--- src/hw/rtl/gbn_ram.sv ---
// ----------------------------------------------------------------------------
// gbn_ram: generic single-clock RAM
// One write port, one read port, read data registered.
// ----------------------------------------------------------------------------
module gbn_ram #(
   parameter int WIDTH = 64,
   parameter int DEPTH = 64
) (
   input  logic                                        clock,
   input  logic                                        wr_en,
   input  logic [((DEPTH > 1) ? $clog2(DEPTH) : 1)-1:0] wr_addr,
   input  logic [WIDTH-1:0]                            wr_data,
   input  logic                                        rd_en,
   input  logic [((DEPTH > 1) ? $clog2(DEPTH) : 1)-1:0] rd_addr,
   output logic [WIDTH-1:0]                            rd_data
);
   logic [WIDTH-1:0] mem_ff [DEPTH];
   logic [WIDTH-1:0] rd_data_ff;

   // write and registered read
   always_ff @(posedge clock) begin
      if (wr_en) begin
         mem_ff[wr_addr] <= wr_data;
      end
      if (rd_en) begin
         rd_data_ff <= mem_ff[rd_addr];
      end
   end

   assign rd_data = rd_data_ff;

endmodule

--- config.mk ---
export PLATFORM = sky130hd
export DESIGN_NAME = gbn_ram
export DESIGN_NICKNAME = d
export VERILOG_FILES = /design/src/hw/rtl/gbn_ram.sv
export SDC_FILE = /design/constraint.sdc
export NUM_CORES = 2
export LEC_CHECK = 0
export ABC_CLOCK_PERIOD_IN_PS = 8180
export BUFFER_PORTS_ARGS = -buffer_cell sky130_fd_sc_hd__clkbuf_2
export CAP_MARGIN = 15
export CORE_ASPECT_RATIO = 0.7
export CORE_MARGIN = 2
export CORE_UTILIZATION = 50
export DETAILED_ROUTE_END_ITERATION = 12
export GPL_TIMING_DRIVEN = 0
export MAX_ROUTING_LAYER = met4
export PLACE_DENSITY = 0.65
export SLEW_MARGIN = 20
export SYNTH_ARGS = -nofsm -noshare
export SYNTH_HDL_FRONTEND = slang
export SYNTH_SLANG_ARGS = --single-unit
--- constraint.sdc ---
create_clock -name clock -period 8.18 [get_ports clock]
set_clock_uncertainty 0.15 [all_clocks]
set_input_delay 0.409 -clock clock [delete_from_list [all_inputs] [get_ports clock]]
set_output_delay 0.409 -clock clock [all_outputs]
set_load 0.005 [all_outputs]
Word level (Yosys, flattened, before mapping):

Memories as Yosys holds them, arrays and structs flattened. A register that Yosys moved wholly into a read port is not among the register bits.
Index checks and enable logic that the tools add are counted.

* register bits: 0
* bits in latches: 0
* RAM bits: 4096
* memory bits (read-only): 0
* input port bits: 79
* output and inout port bits: 64
* logic and storage cells: 3
* memories: 1

* add/subtract/negate cells: 0
* multiply operators: 0
* div/mod/pow operators: 0
* $lt $le $gt $ge: 0
* equality and inequality tests: 0
* shifts and indexed selects: 0
* multiplexer cells: 2
* bitwise logic cells: 0
* reduce and logical (&&, ||, !) cells: 0

Memories
* mem_ff: depth 64, bits a word 64, read ports 1, clocked after memory_dff 1, wr ports 1, RTL line 17 `logic [WIDTH-1:0] mem_ff [DEPTH];`

Operators with widths (count)
* $mux 1: 2

Depth between registers and ports, before layout:

* depth after elaboration: 2
* depth in mapped cells: 9

Worst setup path after synthesis:

OpenSTA, ideal clock, no wires.

* path type: in2reg
* start: input port wr_addr[3] in the netlist's numbering
* end: memory mem_ff[48][0] (enable)
* setup time: 0.564 ns
* arrival time: 5.281 ns
* required time: 7.466 ns
* path slack: 2.185 ns
* cell stages on the path: 4
* buffers on the path: 1
* path through: clkbuf_1 > nor2b_1 > nand4b_1 > nor3_1

RTL lines
* start, declared: RTL line 11 `input logic [((DEPTH > 1) ? $clog2(DEPTH) : 1)-1:0] wr_addr,`
* end, declared: RTL line 17

No word-level cell before the write port.

==> results.md <==
- CP Launch Type: input pin
- H-tree Lvls: 5
- Mean Syn Cell Area: 23.79 um^2
- Post-layout nets: about 7,500
- Sequential power share: 0.540
- Total chip power: between 40 and 50 mW
- Worst endpoint data arrival time: between 4 and 5 ns
- Outcome: finished, final reports clean
- Post-synth cell types: 32
- Die Ht: around 470 um
- Critical Path Sink Type: flop
- #FFs+latches synth: ~4,200
- Fraction of layout cells with a size suffix above 1: 0.2980
- Vias: a little under 80,000
- Area growth from synthesis to layout: 15.99%
- Row count: roughly 170
- GR Util All Layers: 0.2814
- Post-synth EDFFs: approximately 4,200
- Congestion Overflow GR: 0
- CTS Buffer Depth: 4
- M2 GR Usage: 0.3807
- Grt met1 use: 0.4179
- Tcrit/Tclk final: 0.5230
- Clock power share: 0.406
- Clk_lat worst skew: between 0.9 and 1 ns
- Pin count of the biggest net entering global routing: 65
- Die width: 673.7 um
- Clock sink total: roughly 4,200
- CTS tree: done
- Via density: around 6.5
- Combinational share of power: 0.054
- Tmin final: ~4.3 ns
- Int Pwr: 34.46 mW
- Leakage: 56.88 nW
- Initial core utilization: 0.5014
- Synth cell count leaders: 4,160 x edfxtp_1, 1,024 x mux4_2, 170 x buf_2
- Detailed Route Iter0 Violations: 14,100
- Hold Path Class: in -> reg
- Worst slew pin tran: between 1 and 1.5 ns
- Cells after synthesis: between 6,000 and 7,000
- Sw Share: 0.2151
- Slew margin rel.: 0.1009
- CTS root buffer: clkbuf_16
- Grt met3 use: 0.08883
- Sw Pwr: ~9.4 mW
- # setup viols final: 0
- Seq/Total Area, Yosys: 0.7957
- Primary FF master, synth: edfxtp_1
- I/O Pins: approximately 140
- Fin. Hold Viols: 0
- Max frequency: roughly 230 MHz
- Antenna violation net count after detailed routing: 0
- Final Wtd Congestion: approximately 0.88
- Detail Placement HPWL: around 300,000 um
- Pre-antenna DRT Iters: 6
- # DRC: 0
- TritonCTS buffer count: slightly below 400
- Fraction of registers with async set/reset: 0
- Clock slew seen by the registers of the worst setup and hold paths: roughly 0.070 ns
- Port Buffer Count: between 100 and 150
- Cell Pwr Density: 241.1 nW/um^2
- First-pass GRT wire length: roughly 600,000 um
- Pre-CTS WS: around 3.0 ns
- Synth top area share: 0.7957
- Count leader, synth: edfxtp_1
- Initial antenna violation count: 47
- Busiest grt layer: met1
- Syn Std Cell Area: roughly 160,000 um^2
- RSZ-0062 raised after global routing: false
- Vias in the first global route: 75,600
- Max-cap viol count: 0
- Filler instances: between 20,000 and 25,000
- Sequential cell area: approximately 120,000 um^2
- Mapped Nets: about 6,700
- WL final: 436,100 um
- Footprint of the multi-input gates: about 31,000 um^2
- Yosys top cell by area: edfxtp_1
- Worst-path maximum fanout: 11
- Die area: between 300,000 and 400,000 um^2
- CP required: 8.60 ns
- # Post-CTS Setup Buffers: 0
- Core box area: 313,100 um^2
- Peak VDD IR: ~0.20 mV
- Synth warnings: 0
- Crit path kind: in -> reg
- Ranking of synthesized cells by area: edfxtp_1 80%, mux4_2 15%, mux2i_1 0.86%
- Final worst setup slack: 3.902 ns
- Placed insts: around 11,000
- Wire per inst: 36.44 um
- Slew Viols, Final: 0
- Finished Layout Cells: 11,970
[critical path: stages]
cell and delay [ns]:
buf_2 0.27, buf_4 0.37, buf_2 0.48, buf_2 0.62, buf_4 0.39, mux2i_1 0.16, o22ai_1 0.85, a31oi_1 0.22
a211oi_1 0.87
[cell type report]
cell class              instances  share of cell area
diodes                         75            0.001031
clock inverters               224             0.01153
inverters                      19           0.0003917
flip-flops and latches       4160              0.6860
well taps                    4176             0.02869
repair buffers                419             0.03727
plain buffers                 370            0.009819
multi-input cells            2049              0.1693
clock buffers                 478             0.05588
[placed cells by master, fill, tap and decap left out, types with 15 or more instances in the layout]
cell type  count
edfxtp_1    4160
mux4_2      1024
clkbuf_16    394
clkbuf_1     214
buf_2        172
a22oi_1      168
buf_12       156
mux2i_1      135
buf_16        89
a22o_1        88
clkinv_1      85
clkbuf_2      79
diode_2       75
clkinv_2      74
o22ai_1       73
and3_1        64
a211oi_1      63
nor2_4        62
buf_4         61
nand2_1       58
clkbuf_4      56
nor2_1        49
nand3_1       45
o221ai_1      38
bufinv_16     38
or3_1         29
or2_2         28
nor2b_1       28
buf_1         19
inv_1         19
a2bb2oi_1     19
a41oi_1       19
a31oi_1       15
[routing by layer]
layer | wire [um] | part of all wire
met5 | 0 | 0
met4 | 12080 | 0.028
met3 | 64190 | 0.15
met2 | 185900 | 0.43
met1 | 174000 | 0.40
[flip-flops by register name, indices dropped and copies added (netlist names)]
register	flops
mem_ff	4096
rd_data	64
[path summary, 6_finish.rpt]
kind | start | endpoint | slack (ns) | cells after the start
hold reg to reg | mem_ff[46][50]$_DFFE_PP_ | rd_data[50]$_DFFE_PP_ | 0.82 | 4
setup reg to reg | mem_ff[60][51]$_DFFE_PP_ | rd_data[51]$_DFFE_PP_ | 4.89 | 5
hold / removal | wr_addr[2] | mem_ff[54][63]$_DFFE_PP_ | 0.09 | 3
setup / recovery | rd_addr[2] | rd_data[1]$_DFFE_PP_ | 3.90 | 9
[power by group through the flow]
| stage | Sequential, mW | Clock (mW) | Combinational [mW] |
|---|---|---|---|
| after floorplan | 24.1 | 0 | 1.10 |
| after global placement | 24.2 | 0 | 2.21 |
| after detailed placement | 24.2 | 0 | 2.33 |
| after CTS | 23.7 | 18.0 | 2.34 |
| after global routing | 23.7 | 18.8 | 2.49 |
| final | 23.7 | 17.8 | 2.39 |
[metrics by stage]
stage / instance area [um^2] / util / TNS (ns) / hold WS, ns
2_1_floorplan: 157000 / - / 0 / 0.3579
3_3_place_gp: 162900 / 0.5202 / -666.14 / 0.6623
3_5_place_dp: 169400 / 0.5410 / 0 / 0.6373
4_1_cts: 181700 / 0.5803 / 0 / 0.02149
5_1_grt: 182100 / 0.5815 / 0 / 0.09404
6_report: 182100 / 0.5815 / 0 / 0.09378
[logic make-up (layout without fill, tap and decap cells)]
| logic type | count (synthesis) | after routing | synth area share |
|---|---|---|---|
| other | 0 | 75 | 0 |
| muxes | 1159 | 1159 | 0.1555 |
| AOI/OAI and AO/OA | 504 | 504 | 0.02467 |
| buffers and inverters | 389 | 1510 | 0.01176 |
| and+or+nand+nor | 386 | 386 | 0.01235 |
| DFF | 4160 | 4160 | 0.7957 |
[repair_timing]
action,in CTS,in global routing
gates resized for setup,0,0
hold buffers,4,7
hold endpoints to repair,125,448
Power figures use the tool's default switching activity.
