**config.mk**
```make
export PLATFORM = sky130hd
export DESIGN_NAME = gbn_iou
export DESIGN_NICKNAME = d
export VERILOG_FILES = /design/src/hw/rtl/gbn_pkg.sv /design/src/hw/rtl/gbn_iou.sv
export SDC_FILE = /design/constraint.sdc
export NUM_CORES = 2
export LEC_CHECK = 0
export BUFFER_PORTS_ARGS = -buffer_cell sky130_fd_sc_hd__buf_2
export CORE_AREA = 2 2 411 413
export CTS_CLUSTER_SIZE = 12
export DETAILED_ROUTE_END_ITERATION = 12
export DIE_AREA = 0 0 413 415
export GPL_ROUTABILITY_DRIVEN = 0
export GPL_TIMING_DRIVEN = 0
export PLACE_DENSITY_LB_ADDON = 0.15
export SLEW_MARGIN = 40
export SYNTH_ARGS = -nofsm -noshare
export SYNTH_HDL_FRONTEND = slang
export SYNTH_SLANG_ARGS = --single-unit
```
**constraint.sdc**
```tcl
create_clock -name clock -period 19.55 [get_ports clock]
set_input_delay 0.9775 -clock clock [delete_from_list [all_inputs] [get_ports clock]]
set_output_delay 0.9775 -clock clock [all_outputs]
set_load 0.01 [all_outputs]
```
**src/hw/rtl/gbn_pkg.sv**
```systemverilog
// ----------------------------------------------------------------------------
// gbn_pkg: shared types and constants for greedy box NMS
// Store geometry, box layout, pipeline latency and controller types.
// ----------------------------------------------------------------------------
package gbn_pkg;

   // kept-box store
   localparam int MAX_KEPT = 64;
   localparam int KEEP_AW  = (MAX_KEPT > 1) ? $clog2(MAX_KEPT) : 1;
   localparam int CNT_W    = $clog2(MAX_KEPT + 1);

   // field widths
   localparam int COORD_W = 16;
   localparam int SCORE_W = 16;
   localparam int CLASS_W = 8;
   localparam int THR_W   = 16;
   localparam int BOX_W   = 4 * COORD_W;

   // threshold after reset: 0.5 in Q0.16
   localparam logic [THR_W-1:0] IOU_THR_RESET = 16'h8000;

   // path from a store read to its overlap flag: RAM read plus four stages
   localparam int PIPE_LAT = 5;
   localparam int DRAIN_W  = $clog2(PIPE_LAT);
   localparam logic [DRAIN_W-1:0] DRAIN_LOAD = DRAIN_W'(PIPE_LAT - 1);

   typedef struct packed {
      logic signed [COORD_W-1:0] left;
      logic signed [COORD_W-1:0] top;
      logic [COORD_W-1:0]        width;
      logic [COORD_W-1:0]        height;
   } box_type;

   typedef enum logic [1:0] {
      ST_IDLE,
      ST_SCAN,
      ST_DRAIN,
      ST_DONE
   } state_type;

   typedef struct packed {
      logic               rd_en;
      logic [KEEP_AW-1:0] rd_addr;
      logic               wr_en;
      logic [KEEP_AW-1:0] wr_addr;
   } ram_cmd_type;

   typedef struct packed {
      logic valid;
      logic hit;
   } hit_type;

   typedef struct packed {
      logic done;
      logic kept;
      logic full;
   } verdict_type;

endpackage

```
**src/hw/rtl/gbn_iou.sv**
```systemverilog
// ----------------------------------------------------------------------------
// gbn_iou: pipelined overlap test
// Compares the current box with one kept box per cycle and flags
// intersection * 65536 > threshold * union. Four register stages.
// ----------------------------------------------------------------------------
module gbn_iou import gbn_pkg::*; (
   input  logic             clock,
   input  logic             reset,
   input  logic             in_valid,
   input  box_type          cur_box,
   input  box_type          kept_box,
   input  logic [THR_W-1:0] threshold,
   output hit_type          hit
);
   // stage 1: overlap spans
   logic signed [COORD_W+1:0] cur_x_end, cur_y_end, kep_x_end, kep_y_end;
   logic signed [COORD_W+1:0] x_hi, y_hi;
   logic signed [COORD_W-1:0] x_lo, y_lo;
   logic signed [COORD_W+2:0] w_raw, h_raw;
   logic                      no_overlap;
   logic [COORD_W-1:0]        w_in, h_in;
   logic [COORD_W-1:0]        w_ff, h_ff, kw_ff, kh_ff;
   logic                      v1_ff;

   // stage 2: areas
   logic [2*COORD_W-1:0] inter_in, area_k_in, area_c_in;
   logic [2*COORD_W-1:0] inter2_ff, area_k_ff, area_c_ff;
   logic                 v2_ff;

   // stage 3: union
   logic [2*COORD_W:0]   uni_in;
   logic [2*COORD_W:0]   uni_ff;
   logic [2*COORD_W-1:0] inter3_ff;
   logic                 v3_ff;

   // stage 4: threshold product
   logic [THR_W+2*COORD_W:0] prod_in;
   logic [THR_W+2*COORD_W:0] prod_ff;
   logic [2*COORD_W-1:0]     inter4_ff;
   logic                     uni_zero_ff;
   logic                     v4_ff;

   logic [THR_W+2*COORD_W:0] lhs;

   // span ends and overlap widths, clamp a negative span to no intersection
   always_comb begin
      cur_x_end = {{2{cur_box.left[COORD_W-1]}}, cur_box.left} + {2'b00, cur_box.width};
      cur_y_end = {{2{cur_box.top[COORD_W-1]}}, cur_box.top} + {2'b00, cur_box.height};
      kep_x_end = {{2{kept_box.left[COORD_W-1]}}, kept_box.left} + {2'b00, kept_box.width};
      kep_y_end = {{2{kept_box.top[COORD_W-1]}}, kept_box.top} + {2'b00, kept_box.height};
      x_hi = (cur_x_end < kep_x_end) ? cur_x_end : kep_x_end;
      y_hi = (cur_y_end < kep_y_end) ? cur_y_end : kep_y_end;
      x_lo = (cur_box.left > kept_box.left) ? cur_box.left : kept_box.left;
      y_lo = (cur_box.top > kept_box.top) ? cur_box.top : kept_box.top;
      w_raw = {x_hi[COORD_W+1], x_hi} - {{3{x_lo[COORD_W-1]}}, x_lo};
      h_raw = {y_hi[COORD_W+1], y_hi} - {{3{y_lo[COORD_W-1]}}, y_lo};
      no_overlap = w_raw[COORD_W+2] | h_raw[COORD_W+2];
      w_in = no_overlap ? '0 : w_raw[COORD_W-1:0];
      h_in = no_overlap ? '0 : h_raw[COORD_W-1:0];
   end

   // areas of intersection, kept box and current box
   always_comb begin
      inter_in  = w_ff * h_ff;
      area_k_in = kw_ff * kh_ff;
      area_c_in = cur_box.width * cur_box.height;
   end

   assign uni_in  = {1'b0, area_c_ff} + {1'b0, area_k_ff} - {1'b0, inter2_ff};
   assign prod_in = threshold * uni_ff;
   assign lhs     = {1'b0, inter4_ff, {THR_W{1'b0}}};

   // advance valid flags
   always_ff @(posedge clock) begin
      if (reset) begin
         v1_ff <= 1'b0;
         v2_ff <= 1'b0;
         v3_ff <= 1'b0;
         v4_ff <= 1'b0;
      end else begin
         v1_ff <= in_valid;
         v2_ff <= v1_ff;
         v3_ff <= v2_ff;
         v4_ff <= v3_ff;
      end
   end

   // advance datapath
   always_ff @(posedge clock) begin
      w_ff        <= w_in;
      h_ff        <= h_in;
      kw_ff       <= kept_box.width;
      kh_ff       <= kept_box.height;
      inter2_ff   <= inter_in;
      area_k_ff   <= area_k_in;
      area_c_ff   <= area_c_in;
      uni_ff      <= uni_in;
      inter3_ff   <= inter2_ff;
      prod_ff     <= prod_in;
      inter4_ff   <= inter3_ff;
      uni_zero_ff <= (uni_ff == '0);
   end

   // empty union never overlaps
   assign hit.valid = v4_ff;
   assign hit.hit   = v4_ff & ~uni_zero_ff & (lhs > prod_ff);

endmodule

```
Word level (Yosys, flattened, before mapping)
Index checks and enable logic that the tools add are counted.
{"block": "op_classes", "addsub": 8, "mul": 4, "n_lt_le_gt_ge": 5, "muxes": 4, "bitwise_logic": 4, "n_reduce_logical": 1}
{"op": "16-bit by 16-bit multiplier with 32-bit output", "n": 3}
{"op": "16-bit by 17-bit adder with 18-bit output", "n": 4}
{"op": "48-bit by 49-bit > comparator with 1-bit output", "n": 1}
{"op": "16-bit by 33-bit multiplier with 49-bit output", "n": 1}
{"op": "18-bit by 16-bit subtractor with 19-bit output", "n": 2}
{"op": "18-bit less-than comparator", "n": 2}
{"op": "18-bit 2-to-1 mux", "n": 2}
{"op": "32-bit by 32-bit adder with 33-bit output", "n": 1}
{"op": "33-bit logical NOT", "n": 1}
{"op": "33-bit by 32-bit subtractor with 33-bit output", "n": 1}
{"op": "16-bit > comparator", "n": 2}
{"op": "16-bit 2-to-1 mux", "n": 2}
{"op": "1-bit AND", "n": 2}
{"op": "1-bit inverter", "n": 1}
{"op": "1-bit OR", "n": 1}
{"block": "totals", "register_bits": 311, "in_bits": 147, "output_inout_bits": 2, "wordCells": 42}

Depth between registers and ports, before layout
{"block": "depth", "word_depth": 5, "ltp_mapped": 38, "mapped_depth_nobuf": 35}

Worst setup path after synthesis
OpenSTA, ideal clock, no wires.
{"block": "synth_path", "kind": "input to register", "from": "input port cur_box[1] (netlist bit)", "to": "register w_ff[3]", "setup_ps": 132, "arrival_time_ps": 7958, "required_time_ps": 19418, "slack_ps": 11460, "cell_stages": 38, "n_path_buf": 4, "path_cell_list": "clkbuf_1 inv_1 fa_1 nor2b_1 o21ai_0 a21boi_0 o21ai_0 a21oi_1 a211o_1 a31oi_1 o21bai_1 xnor2_1 inv_1 ha_1 and4_1 and4_1 a41oi_1 nand3_1 [... 2 more ...] mux2_4 buf_8 mux2i_1 ha_1 inv_1 fa_1 a21o_1 a21o_1 a2111oi_0 nor3_1 nor2_1 a21oi_1 a41o_1 nor3_1 or2_2 clkbuf_1 clkbuf_1 nor3_1"}
{"block": "synth_between", "elab_chain_len": 5}
{"element": "start: declaration", "line": "gbn_iou.sv:10", "rtl": "input box_type cur_box,"}
{"element": "16-bit by 17-bit adder with 18-bit output *", "line": "gbn_iou.sv:48", "rtl": "cur_y_end = {{2{cur_box.top[COORD_W-1]}}, cur_box.top} + {2'b00, cur_box.height};"}
{"element": "18-bit less-than comparator", "line": "gbn_iou.sv:52", "rtl": "y_hi = (cur_y_end < kep_y_end) ? cur_y_end : kep_y_end;"}
{"element": "18-bit 2-to-1 mux *", "line": "gbn_iou.sv:52"}
{"element": "18-bit by 16-bit subtractor with 19-bit output *", "line": "gbn_iou.sv:56", "rtl": "h_raw = {y_hi[COORD_W+1], y_hi} - {{3{y_lo[COORD_W-1]}}, y_lo};"}
{"element": "1-bit OR *", "line": "gbn_iou.sv:57", "rtl": "no_overlap = w_raw[COORD_W+2] | h_raw[COORD_W+2];"}
{"element": "end signal: assignment", "line": "gbn_iou.sv:90", "rtl": "w_ff <= w_in;"}
{"element": "end: declaration", "line": "gbn_iou.sv:22", "rtl": "logic [COORD_W-1:0] w_ff, h_ff, kw_ff, kh_ff;"}
Mark *: on every way between the ends. The rest lies on a longest branch, timed or not.
A chain may end at the register's enable or synchronous reset.

Worst setup path in the final report
{"block": "layout_path", "from": "input port cur_box[1] (netlist bit)", "to": "register w_ff[14]"}
Same word-level chain as after synthesis.

==> results list <==
- Run status: complete, no violations
- Final setup violation count: 0
* RSZ-0062 raised after global routing: no
- The count of nets left with antenna violations once routing finished came out at 0.
- Multiplexer share of the synthesized area: less than 1%
* Met3 Wirelength: 8760 um
- Synthesized-area fraction occupied by xor and xnor cells: 3.51%
* Worst setup path class: input port to register
- Die span in y: 415 um
- For the pin with the worst max-slew slack, the measured transition is 0.888 ns.
- Counting I/O delays and the setup requirement, the final critical path takes 10.07 ns.
* Num Clock Sinks: slightly above 300
- Die ar.: 0.171 mm2
- Final cycle utilization of the critical path: 51.5%
* Simple logic cell fraction of the synthesized area: between 10 and 15%
- Share of final-layout standard cells stronger than drive strength 1: 4.09%
* Max stage delay on crit path: 0.62 ns
* Core footprint: 0.167 mm2
- Sorting the synthesized cells by area gives the leading types as sky130_fd_sc_hd__fa_1 36%, sky130_fd_sc_hd__ha_1 14%, sky130_fd_sc_hd__dfxtp_1 11%.
- Count of flip-flops with a built-in enable after synthesis: 0
- Data on the critical path is required at its endpoint by ~20 ns.
- Setup TNS: 0 ns
- Fraction of post-synthesis cell area in the top cell type by area: between 30% and 40%
- When the netlist entered floorplanning its net count stood at 8455.
* Area Growth Syn to Fin: 8.46%
* Sum of routed wire segments on met1: 83900 um
* Worst Hold Class: register to register
- TritonCTS built the clock tree.
- The number of antenna violations at the first check in global routing was 9.
* Synthesized cell area: 0.0581 mm2
- Dividing the detail-routed wire length by the instance count gives 20.5 um.
* Cells after Synth: 6592
* Routed wire length: ~190000 um
* Critical Path Slowest Stage Cell: sky130_fd_sc_hd__clkbuf_1
* Met2 WL post-DR: 86500 um
- Post-CTS Setup Repair Bufs: 0
- The worst setup path is launched from an input port.
* Count of pins over their slew limit: 0
- Entering global routing, the biggest net connects 13 pins.
- Derived from the worst setup path, the maximum achievable clock frequency is roughly 100 MHz.
* First-iteration detailed-routing DRC count: 2603
- Count leader, synth: sky130_fd_sc_hd__inv_1
- Net count, final: about 8600
* Dominant combinational cell family by area after synthesis: adder cells
- Slew HR: 40.8%
- The tree is rooted in a sky130_fd_sc_hd__clkbuf_16.
- Across the run, the number of max-cap violations was 0.
- Kind of end point of the critical path: register
* Number of standard-cell rows in the floorplan: 150
* Most used flip-flop cell after synthesis: sky130_fd_sc_hd__dfxtp_1
- Number of ports placed on the die boundary: 149
* Highest metal layer with signal wires: met5
- Insertion delay to the later sink of the worst-skew pair: 0.60 ns
- Before antenna repair, the detailed router went through 6 iterations.
- Final Skew: around 0.026 ns
- The number of global-route vias before repair came to 46400.
- Number of vias per cell: 4.84
- Proportion of synthesized chip area in sequential cells: between 10% and 20%
* Netlist cell types: 81
- Number of clock buffers inserted by TritonCTS: 40
* Clock-pin slew of the registers on the worst-case setup and hold paths: around 0.060 ns
* Largest fanout on the critical path: 10
- Fraction of the mapped netlist area in compound gates: 8.20%
- Worst slack on hold paths: 0.322 ns
- Synthesis inferred 311 register bits.
- Count of hold-fix buffers inserted at cts: 0
* Synth top cells by count: 1485 x sky130_fd_sc_hd__inv_1, 1052 x sky130_fd_sc_hd__fa_1, 949 x sky130_fd_sc_hd__nand2_1
- Hold Fails Final Rpt: 0
- In the routed design, unresolved DRC markers number 0.
- After synthesis, the mean cell area works out to 8.82 um2.
* Most area-hungry cell type in the Yosys netlist: sky130_fd_sc_hd__fa_1
- Buffer depth of the longest clock path: 3
- Once the clock tree was built, the resizer swapped 0 gates to a different size.
* Data arrival time of the worst path: 10.45 ns
* CTS HTree Levels: 2
- Global-route wire length before repair: 285000 um
- Die width: 413 um
- The initial utilization of the core area, before any placement, comes to 34.9%.
- Of the total synthesized cell area, the portion taken by full adders, half adders and majority gates is 50.6%.
* Synth async-reset ratio: 0%
- Summed over all layers, the global routing overflow is 0.
- Across all layers, the routed design uses 43700 vias.
- Yosys warns: 0
- Tot GR Track Use: between 20% and 30%
- Post-DP HPWL: about 160000 um
- The count of buffers added on input and output ports is 147.
final timing paths:
kind	cells past startpoint	start	end	slack, ns
max reg2reg	25	uni_ff[15]	prod_ff[47]	11.10
max	39	cur_box[1]	w_ff[14]	9.48
min reg2reg	0	inter3_ff[31]	inter4_ff[31]	0.32
min	0	inter3_ff[31]	inter4_ff[31]	0.32
critical path: cells and delay by family:
family | cells | cell delay [ns]
AOI/OAI and AO/OA | 14 | 3.32
xor gates and xnor gates | 1 | 0.17
adders and majority gates | 5 | 1.76
buffers and inverters | 8 | 2.19
muxes | 2 | 0.42
and+or+nand+nor | 9 | 1.57
kinds of logic (layout without fill, tap and decap cells):
group / count (synthesis) / after routing
adders and majority gates: 1719 / 1719
AOI/OAI and AO/OA: 730 / 730
and+or+nand+nor: 1842 / 1842
muxes: 55 / 55
other: 0 / 4
DFF: 311 / 311
xor gates and xnor gates: 232 / 232
buffers and inverters: 1703 / 1925
cell usage in the layout (no fill, tap or decap), types with 7 or more instances in the layout:
cell type / instances
sky130_fd_sc_hd__a2111oi_0: 11
sky130_fd_sc_hd__a211o_1: 7
sky130_fd_sc_hd__a211oi_1: 29
sky130_fd_sc_hd__a21boi_0: 9
sky130_fd_sc_hd__a21o_1: 135
sky130_fd_sc_hd__a21oi_1: 219
sky130_fd_sc_hd__a221oi_1: 7
sky130_fd_sc_hd__a22oi_1: 15
sky130_fd_sc_hd__a31oi_1: 7
sky130_fd_sc_hd__and2_1: 438
sky130_fd_sc_hd__and3_1: 27
sky130_fd_sc_hd__buf_2: 149
sky130_fd_sc_hd__clkbuf_1: 212
sky130_fd_sc_hd__clkbuf_16: 40
sky130_fd_sc_hd__dfxtp_1: 311
sky130_fd_sc_hd__fa_1: 1052
sky130_fd_sc_hd__ha_1: 664
sky130_fd_sc_hd__inv_1: 1485
sky130_fd_sc_hd__mux2_2: 14
sky130_fd_sc_hd__mux2i_1: 40
sky130_fd_sc_hd__nand2_1: 949
sky130_fd_sc_hd__nand2b_1: 39
sky130_fd_sc_hd__nand3_1: 48
sky130_fd_sc_hd__nand4_1: 31
sky130_fd_sc_hd__nor2_1: 155
sky130_fd_sc_hd__nor2b_1: 51
sky130_fd_sc_hd__nor3_1: 47
sky130_fd_sc_hd__nor3b_1: 8
sky130_fd_sc_hd__nor4_1: 13
sky130_fd_sc_hd__o211ai_1: 8
sky130_fd_sc_hd__o21a_1: 29
sky130_fd_sc_hd__o21ai_0: 112
sky130_fd_sc_hd__o21bai_1: 45
sky130_fd_sc_hd__o22ai_1: 17
sky130_fd_sc_hd__o31ai_1: 10
sky130_fd_sc_hd__or2_2: 12
sky130_fd_sc_hd__or3_1: 10
sky130_fd_sc_hd__xnor2_1: 153
sky130_fd_sc_hd__xor2_1: 78
stage by stage:
step                instances  cell area [um2]  setup slack, ns  utilization (%)
finish                   9022            63000             9.48             37.8
global route             9018            63000             8.83             37.8
CTS                      9018            63000             9.54             37.8
detailed placement       8945            61700             8.92             37.0
global placement         8943            61600             8.95             37.0
floorplan                6592            58100            11.46                -
layout make-up:
class | count | area [um2]
Sequential cell | 311 | 6230
Tap cell | 2204 | 2760
Clock inverter | 23 | 258
Multi-Input combinational cell | 4578 | 45500
Antenna cell | 4 | 10.0
Buffer | 218 | 865
Timing Repair Buffer | 149 | 752
Fill cell | 17300 | 104000
Clock buffer | 50 | 1080
Inverter | 1485 | 5570
per-layer routing:
layer	vias up	track usage (%)
met5	-	0
met4	2	6.44
met3	212	2.38
met2	1117	36.5
met1	21800	29.9
li1	20600	-
state kept, by name, indices dropped and copies added (netlist names):
register and count:
area_k_ff 32, uni_ff 33, inter3_ff 32, inter2_ff 32
inter4_ff 32, prod_ff 49, uni_zero_ff 1, v2_ff 1
w_ff 16, area_c_ff 32, v4_ff 1, v1_ff 1
h_ff 16, kw_ff 16, kh_ff 16, v3_ff 1
Power is not shown: default switching activity piles up to over one toggle a cycle in this logic, so the estimate is an artifact.
